File: src/hdl/bst_pkg.sv
`default_nettype none

package bst_pkg;

  // Operation codes carried by the kind field.
  typedef enum logic [1:0] {
    KIND_INSERT = 2'd0,
    KIND_REMOVE = 2'd1,
    KIND_SEARCH = 2'd2,
    KIND_CLEAR  = 2'd3
  } kind_t;

  // Result status codes.
  typedef enum logic [1:0] {
    ST_DONE    = 2'd0,
    ST_PRESENT = 2'd1,
    ST_FULL    = 2'd2,
    ST_ABSENT  = 2'd3
  } status_t;

  // Controller states.
  typedef enum logic [2:0] {
    S_IDLE,
    S_SCAN_RD,
    S_SCAN_CMP,
    S_SHIFT_RD,
    S_SHIFT_WR,
    S_FINISH
  } state_t;

  // Commands from the controller to the datapath.
  typedef struct packed {
    logic    load;
    logic    idx_inc;
    logic    rd_en;
    logic    wr_append;
    logic    wr_shift;
    logic    count_inc;
    logic    count_dec;
    logic    count_clr;
    logic    status_en;
    status_t status_code;
    logic    out_load;
  } dp_cmd_t;

  // Status from the datapath back to the controller.
  typedef struct packed {
    kind_t in_kind;
    kind_t op;
    logic  scan_end;
    logic  match;
    logic  full;
  } dp_stat_t;

endpackage

`default_nettype wire

File: src/hdl/bst_ram.sv
`default_nettype none

module bst_ram #(
  parameter int WIDTH = 32,
  parameter int DEPTH = 32,
  parameter int AW    = (DEPTH > 1) ? $clog2(DEPTH) : 1
) (
  input  logic             clk,
  input  logic             wr_en,
  input  logic [AW-1:0]    wr_addr,
  input  logic [WIDTH-1:0] wr_data,
  input  logic             rd_en,
  input  logic [AW-1:0]    rd_addr,
  output logic [WIDTH-1:0] rd_data
);

  logic [WIDTH-1:0] mem [DEPTH];

  // One write port and one registered read port.
  always_ff @(posedge clk) begin
    if (wr_en) begin
      mem[wr_addr] <= wr_data;
    end
    if (rd_en) begin
      rd_data <= mem[rd_addr];
    end
  end

endmodule

`default_nettype wire

File: src/hdl/bst_ctrl.sv
`default_nettype none

module bst_ctrl (
  input  logic              clk,
  input  logic              rst,
  input  logic              in_valid,
  output logic              in_stall,
  output logic              out_valid,
  input  logic              out_stall,
  input  bst_pkg::dp_stat_t stat,
  output bst_pkg::dp_cmd_t  cmd
);

  import bst_pkg::*;

  state_t state;
  state_t state_next;

  // State register.
  always_ff @(posedge clk) begin
    if (rst) begin
      state <= S_IDLE;
    end else begin
      state <= state_next;
    end
  end

  // Output valid flag: set when a result is loaded, cleared when it is taken.
  always_ff @(posedge clk) begin
    if (rst) begin
      out_valid <= 1'b0;
    end else if (cmd.out_load) begin
      out_valid <= 1'b1;
    end else if (!out_stall) begin
      out_valid <= 1'b0;
    end
  end

  // Next state and datapath commands.
  always_comb begin
    state_next      = state;
    cmd             = '0;
    cmd.status_code = ST_DONE;
    in_stall        = 1'b1;
    case (state)
      S_IDLE: begin
        in_stall = 1'b0;
        if (in_valid) begin
          cmd.load = 1'b1;
          if (stat.in_kind == KIND_CLEAR) begin
            cmd.count_clr   = 1'b1;
            cmd.status_en   = 1'b1;
            cmd.status_code = ST_DONE;
            state_next      = S_FINISH;
          end else begin
            state_next = S_SCAN_RD;
          end
        end
      end
      S_SCAN_RD: begin
        if (stat.scan_end) begin
          // The value is not held.
          cmd.status_en = 1'b1;
          state_next    = S_FINISH;
          if (stat.op == KIND_INSERT) begin
            if (stat.full) begin
              cmd.status_code = ST_FULL;
            end else begin
              cmd.wr_append   = 1'b1;
              cmd.count_inc   = 1'b1;
              cmd.status_code = ST_DONE;
            end
          end else begin
            cmd.status_code = ST_ABSENT;
          end
        end else begin
          cmd.rd_en  = 1'b1;
          state_next = S_SCAN_CMP;
        end
      end
      S_SCAN_CMP: begin
        if (stat.match) begin
          case (stat.op)
            KIND_INSERT: begin
              cmd.status_en   = 1'b1;
              cmd.status_code = ST_PRESENT;
              state_next      = S_FINISH;
            end
            KIND_REMOVE: begin
              cmd.idx_inc = 1'b1;
              state_next  = S_SHIFT_RD;
            end
            default: begin
              cmd.status_en   = 1'b1;
              cmd.status_code = ST_DONE;
              state_next      = S_FINISH;
            end
          endcase
        end else begin
          cmd.idx_inc = 1'b1;
          state_next  = S_SCAN_RD;
        end
      end
      S_SHIFT_RD: begin
        if (stat.scan_end) begin
          cmd.count_dec   = 1'b1;
          cmd.status_en   = 1'b1;
          cmd.status_code = ST_DONE;
          state_next      = S_FINISH;
        end else begin
          cmd.rd_en  = 1'b1;
          state_next = S_SHIFT_WR;
        end
      end
      S_SHIFT_WR: begin
        // Move the entry just read down one place.
        cmd.wr_shift = 1'b1;
        cmd.idx_inc  = 1'b1;
        state_next   = S_SHIFT_RD;
      end
      S_FINISH: begin
        if (!out_valid || !out_stall) begin
          cmd.out_load = 1'b1;
          state_next   = S_IDLE;
        end
      end
      default: begin
        state_next = S_IDLE;
      end
    endcase
  end

endmodule

`default_nettype wire

File: src/hdl/bst_dp.sv
`default_nettype none

module bst_dp #(
  parameter int CAPACITY = 32
) (
  input  logic              clk,
  input  logic              rst,
  input  logic [1:0]        kind,
  input  logic signed [31:0] value,
  input  bst_pkg::dp_cmd_t  cmd,
  output bst_pkg::dp_stat_t stat,
  output logic [1:0]        status,
  output logic [5:0]        count
);

  import bst_pkg::*;

  localparam int CW = $clog2(CAPACITY + 1);
  localparam int IW = (CAPACITY > 1) ? $clog2(CAPACITY) : 1;

  kind_t          op;
  logic [31:0]    key;
  logic [CW-1:0]  idx;
  logic [CW-1:0]  idx_m1;
  logic [CW-1:0]  elem_count;
  status_t        result;
  logic [1:0]     out_status;
  logic [5:0]     out_count;

  logic           ram_wr_en;
  logic [IW-1:0]  ram_wr_addr;
  logic [31:0]    ram_wr_data;
  logic [31:0]    ram_rd_data;

  // Transaction capture.
  always_ff @(posedge clk) begin
    if (cmd.load) begin
      op  <= kind_t'(kind);
      key <= value;
    end
  end

  // Scan index: restarts on each transaction.
  always_ff @(posedge clk) begin
    if (cmd.load) begin
      idx <= '0;
    end else if (cmd.idx_inc) begin
      idx <= idx + CW'(1);
    end
  end

  // Occupancy count.
  always_ff @(posedge clk) begin
    if (rst) begin
      elem_count <= '0;
    end else if (cmd.count_clr) begin
      elem_count <= '0;
    end else if (cmd.count_inc) begin
      elem_count <= elem_count + CW'(1);
    end else if (cmd.count_dec) begin
      elem_count <= elem_count - CW'(1);
    end
  end

  // Status of the operation in progress.
  always_ff @(posedge clk) begin
    if (cmd.status_en) begin
      result <= cmd.status_code;
    end
  end

  // Output register, held until the receiver takes it.
  always_ff @(posedge clk) begin
    if (cmd.out_load) begin
      out_status <= result;
      out_count  <= 6'(elem_count);
    end
  end

  assign status = out_status;
  assign count  = out_count;

  // Write port: append at the end, or shift an entry down one place.
  assign idx_m1      = idx - CW'(1);
  assign ram_wr_en   = cmd.wr_append | cmd.wr_shift;
  assign ram_wr_addr = cmd.wr_shift ? idx_m1[IW-1:0] : elem_count[IW-1:0];
  assign ram_wr_data = cmd.wr_shift ? ram_rd_data : key;

  bst_ram #(
    .WIDTH (32),
    .DEPTH (CAPACITY)
  ) u_ram (
    .clk     (clk),
    .wr_en   (ram_wr_en),
    .wr_addr (ram_wr_addr),
    .wr_data (ram_wr_data),
    .rd_en   (cmd.rd_en),
    .rd_addr (idx[IW-1:0]),
    .rd_data (ram_rd_data)
  );

  // Status back to the controller.
  always_comb begin
    stat          = '0;
    stat.in_kind  = kind_t'(kind);
    stat.op       = op;
    stat.scan_end = (idx >= elem_count);
    stat.match    = (ram_rd_data == key);
    stat.full     = (elem_count >= CW'(CAPACITY));
  end

endmodule

`default_nettype wire

File: src/hdl/bounded_set_table.sv
// Bounded set table: a set of distinct 32-bit values kept in insertion order.
// Input channel (in_valid/in_stall) carries one operation per transaction:
// kind selects insert, remove, search or clear, and value is the element.
// Output channel (out_valid/out_stall) returns one transaction per operation:
// status (done/found, already present, full, not present) and the new count.
// Entries sit in a single-port-write, registered-read RAM and are scanned one
// at a time; the scan loop through that RAM port sets the latency.
// An insert of a new value, a failed search and any remove pass over all held
// entries; a hit for search or insert stops the scan at the matching entry;
// clear skips the scan. After loading a result the block returns to idle
// before it takes the next operation.
// A finished result waits in an output register; while the receiver stalls,
// that result holds and the next operation may be accepted and worked on, but
// its result is loaded only once the waiting one has been taken.
// Reset empties the set and clears the result valid flag; no clearing pass
// runs, so the block takes operations right after reset.
`default_nettype none

module bounded_set_table #(
  parameter int CAPACITY = 32
) (
  input  logic               clk,
  input  logic               rst,
  input  logic               in_valid,
  output logic               in_stall,
  input  logic [1:0]         kind,
  input  logic signed [31:0] value,
  output logic               out_valid,
  input  logic               out_stall,
  output logic [1:0]         status,
  output logic [5:0]         count
);

  import bst_pkg::*;

  dp_cmd_t  cmd;
  dp_stat_t stat;

  bst_ctrl u_ctrl (
    .clk       (clk),
    .rst       (rst),
    .in_valid  (in_valid),
    .in_stall  (in_stall),
    .out_valid (out_valid),
    .out_stall (out_stall),
    .stat      (stat),
    .cmd       (cmd)
  );

  bst_dp #(
    .CAPACITY (CAPACITY)
  ) u_dp (
    .clk    (clk),
    .rst    (rst),
    .kind   (kind),
    .value  (value),
    .cmd    (cmd),
    .stat   (stat),
    .status (status),
    .count  (count)
  );

endmodule

`default_nettype wire

File: config.mk
export PLATFORM = sky130hd
export DESIGN_NAME = bounded_set_table
export DESIGN_NICKNAME = d
export VERILOG_FILES = /design/src/hdl/bst_pkg.sv /design/src/hdl/bst_ram.sv /design/src/hdl/bst_ctrl.sv /design/src/hdl/bst_dp.sv /design/src/hdl/bounded_set_table.sv
export SDC_FILE = /design/constraint.sdc
export NUM_CORES = 1
export LEC_CHECK = 0
export BUFFER_PORTS_ARGS = -buffer_cell sky130_fd_sc_hd__clkbuf_2
export CAP_MARGIN = 20
export CORE_UTILIZATION = 30
export DETAILED_ROUTE_END_ITERATION = 10
export SYNTH_ARGS = -nofsm -noshare
export SYNTH_HDL_FRONTEND = slang
export SYNTH_SLANG_ARGS = --single-unit
File: constraint.sdc
create_clock -name clk -period 6.7 [get_ports clk]
set_clock_uncertainty 0.2 [all_clocks]
set_input_delay 1.34 -clock clk [delete_from_list [all_inputs] [get_ports clk]]
set_output_delay 1.34 -clock clk [all_outputs]
set_load 0.01 [all_outputs]
==> summary.txt <==
Placement
  – Pre-CTS setup slack: 2.123 ns
  – Count of input and output buffers: 47
  – HPWL after DPL: 65,200 um
  – Placer Congestion: 0.8074

Pwr
  – Final Power: 0.01936 W
  – VDD IR max: 0.0003039 V
  – Static Leak: 14.96 nW
  – Pwr/cell area: 386.4 mW/mm^2

Clock network
  – Clk pin slew, worst setup/hold paths: 0.07 ns
  – CTS H-tree depth: 3
  – Max Buffers Root-to-Sink: 3
  – Clock tree from TritonCTS: built
  – CTS resizes: 0
  – Clock latency on the worst-skew pair: approximately 0.72 ns
  – Num CTS Buffers: approximately 110
  – CTS root buffer: clkbuf_16
  – CTS Sinks: 1,116
  – CTS hold repair buffers: 0
  – Post-CTS Repair Setup Buffers: 0

Global route
  – Largest net degree at the start of global routing: 153
  – Initial antenna violation count: 5
  – Global route overflow: 0
  – Vias in the first global route: 19.92k
  – Gr usage total: 0.1425
  – First-pass GRT wire length: approximately 150,000 um

Final layout
  – Share of layout cells above drive strength 1: 0.3311
  – Nets@finish: 2,016
  – Synthesis-to-layout area growth: 16.02%
  – Final Util: 0.3525

STA
  – Total Neg Setup Slack: 0 ns
  – Max-slew headroom: 0.2395
  – Final Setup Violations: 0
  – FMAX: 0.2188 GHz
  – Period Utilization, post-route: 0.6821
  – Final setup margin: around 2.1 ns
  – Final Max Tran Viols: 0
  – Final hold violation count: 0
  – Worst-margin pin slew: 1.141 ns
  – Clock period minus final worst setup slack: between 4 and 5 ns
  – Final hold slack: ~0.22 ns
  – RSZ-0062 raised after global routing: no

Route
  – WL per Instance: 26.46 um
  – Remaining antenna violation count: 0
  – Routed WL: between 100,000 and 150,000 um
  – DRT Pass-1 Iters: 5
  – Drc violations: 0
  – Routed vias: between 15k and 20k
  – Vias per cell: 5.011
  – Initial DRC count: between 2k and 2.5k

Synthesis
  – Seq/Total Area, Yosys: 0.7724
  – Syn Std Cell Area: 0.04318 mm^2
  – Synthesized Nets: ~1.9k
  – Register bit count reported by yosys: ~1.1k
  – Asr flop ratio synth: 0
  – Post-synthesis cell type count: 51
  – Synth Flop Type: edfxtp_1
  – Synth Warn #: 0
  – Number of flops mapped to enable cells by yosys: 1,100
  – Synth Instances: 1,816
  – Avg Synthesized Cell Area: 23.78 um^2

Floorplan
  – Core box area: 0.1421 mm^2
  – Die Ht: 381.4 um
  – Starting Density: 0.3039
  – Die area: 0.1455 mm^2
  – Die X-Extent: 381.4 um
  – Row count: ~140
  – Io pins: 48

Critical path
  – Max FO, Critical Path: 60
  – R2r setup slk: 2.13 ns
  – CP Launch Type: flop
  – Required @ worst endpoint: 6.92 ns
  – Worst Setup End Kind: flop
  – Crit path arrival time: between 4 and 5 ns
  – Crit Path Class: reg -> reg

Outcome
  – Status: finished, final reports clean

Worst hold path
  – HP Class: reg -> reg

Flow run
  – Max cap viols: 0
==> worst paths after layout <==
kind	start	endpoint	depth (start not counted)
min reg2reg	u_dp.result[1]$_DFFE_PP_	u_dp.status[1]$_DFFE_PP_	0
min	u_dp.result[1]$_DFFE_PP_	u_dp.status[1]$_DFFE_PP_	0
max	u_dp.idx[1]$_SDFFE_PP0P_	u_dp.u_ram.mem[4][28]$_DFFE_PP_	8
max reg2reg	u_dp.idx[1]$_SDFFE_PP0P_	u_dp.u_ram.mem[4][28]$_DFFE_PP_	8
==> worst max-delay path, cell delays in order, from the launching register on <==
cell	delay (ns)
dfxtp_4	0.98
ha_1	0.31
a21oi_1	0.08
o221a_2	0.30
nor4b_2	0.83
a32oi_1	0.15
buf_4	0.29
nor2_4	0.76
buf_4	0.35
==> sequential cells by signal, summed over array words and instances (netlist names) <==
name,flops
u_dp.result,2
u_ctrl.out_valid,1
u_dp.key,32
u_dp.op,2
u_dp.status,2
u_dp.elem_count,6
u_dp.u_ram.rd_data,32
u_dp.u_ram.mem,1024
u_ctrl.state,3
u_dp.count,6
u_dp.idx,6
==> metrics by stage <==
step,cell area [um^2],cells
2_1_floorplan,43180,1816
3_3_place_gp,46080,3717
3_5_place_dp,46290,3725
4_1_cts,49630,3922
5_1_grt,50100,3944
6_report,50100,3945
==> layout by cell type, fill, tap and decap left out, types with 5 or more instances in the layout <==
master / instances
a21oi_1: 14
nand2_1: 10
nand3_1: 10
a21o_1: 8
clkbuf_16: 109
clkinv_2: 22
dfxtp_1: 11
clkinv_1: 26
edfxtp_1: 1100
nor3_1: 6
xor2_1: 32
mux2_2: 32
nor2_1: 18
nor4_1: 9
buf_16: 12
nor2_4: 34
xnor2_1: 7
mux2i_1: 7
mux2_1: 32
nand2b_1: 5
ha_1: 12
buf_4: 47
clkbuf_1: 19
buf_12: 17
inv_1: 12
bufinv_16: 6
clkbuf_2: 47
mux4_2: 320
==> metal layers <==
| metal | track usage | vias up | share of wire |
|---|---|---|---|
| li1 | - | 8088 | - |
| met1 | 0.2029 | 10770 | 0.43 |
| met2 | 0.2130 | 765 | 0.46 |
| met3 | 0.03717 | 147 | 0.083 |
| met4 | 0.04388 | 0 | 0.025 |
| met5 | 0 | - | 0 |
==> area by class of cell <==
| class | count | area [um^2] |
|---|---|---|
| Antenna cell | 1 | 2.502 |
| Tap cell | 1890 | 2365 |
| Fill cell | 12800 | 92010 |
| Sequential cell | 1116 | 33370 |
| Multi-Input combinational cell | 600 | 9648 |
| Clock buffer | 128 | 2799 |
| Inverter | 14 | 52.55 |
| Timing Repair Buffer | 127 | 1319 |
| Clock inverter | 69 | 544.3 |
==> cell usage after synthesis, types with 2 or more instances <==
cell type,instances,area share
o21ai_1,3,0.00035
inv_1,12,0.0010
buf_1,2,0.00017
nor4_1,10,0.0014
nand3b_1,3,0.00052
mux4_2,320,0.17
and3_1,2,0.00029
o2111a_1,2,0.00052
mux2i_1,7,0.0016
a21oi_1,14,0.0016
nor2_1,52,0.0045
nand3_1,10,0.0012
nand2b_1,5,0.00072
edfxtp_1,1100,0.76
nor2b_1,2,0.00029
buf_2,20,0.0023
nor3b_1,2,0.00035
a21o_1,8,0.0014
inv_2,2,0.00017
nand4_1,3,0.00043
a31oi_1,4,0.00058
xnor2_1,7,0.0014
mux2_1,32,0.0083
xor2_1,32,0.0065
clkbuf_1,56,0.0049
mux2_2,32,0.0083
o21bai_1,2,0.00035
dfxtp_1,16,0.0074
buf_6,8,0.0021
a311oi_1,2,0.00041
nor3_1,6,0.00070
nand2_1,10,0.00087
ha_1,12,0.0035
==> kinds of logic after synthesis <==
kind of cell    synth area share
compound gates          0.007708
xor+xnor                0.007911
fa+ha+maj               0.003941
buf+inv                  0.01066
flops                     0.7724
mux                       0.1852
simple gates             0.01217
==> report_power, final <==
group / switching (W) / internal [W] / leakage [nW]
Clock: 0.00259 / 0.00321 / 1.64
Combinational: 0.00278 / 0.00159 / 3.28
Sequential: 0.000263 / 0.00893 / 10.0
Total: 0.00563 / 0.0137 / 15.0
(Power assumes the default switching activity.)
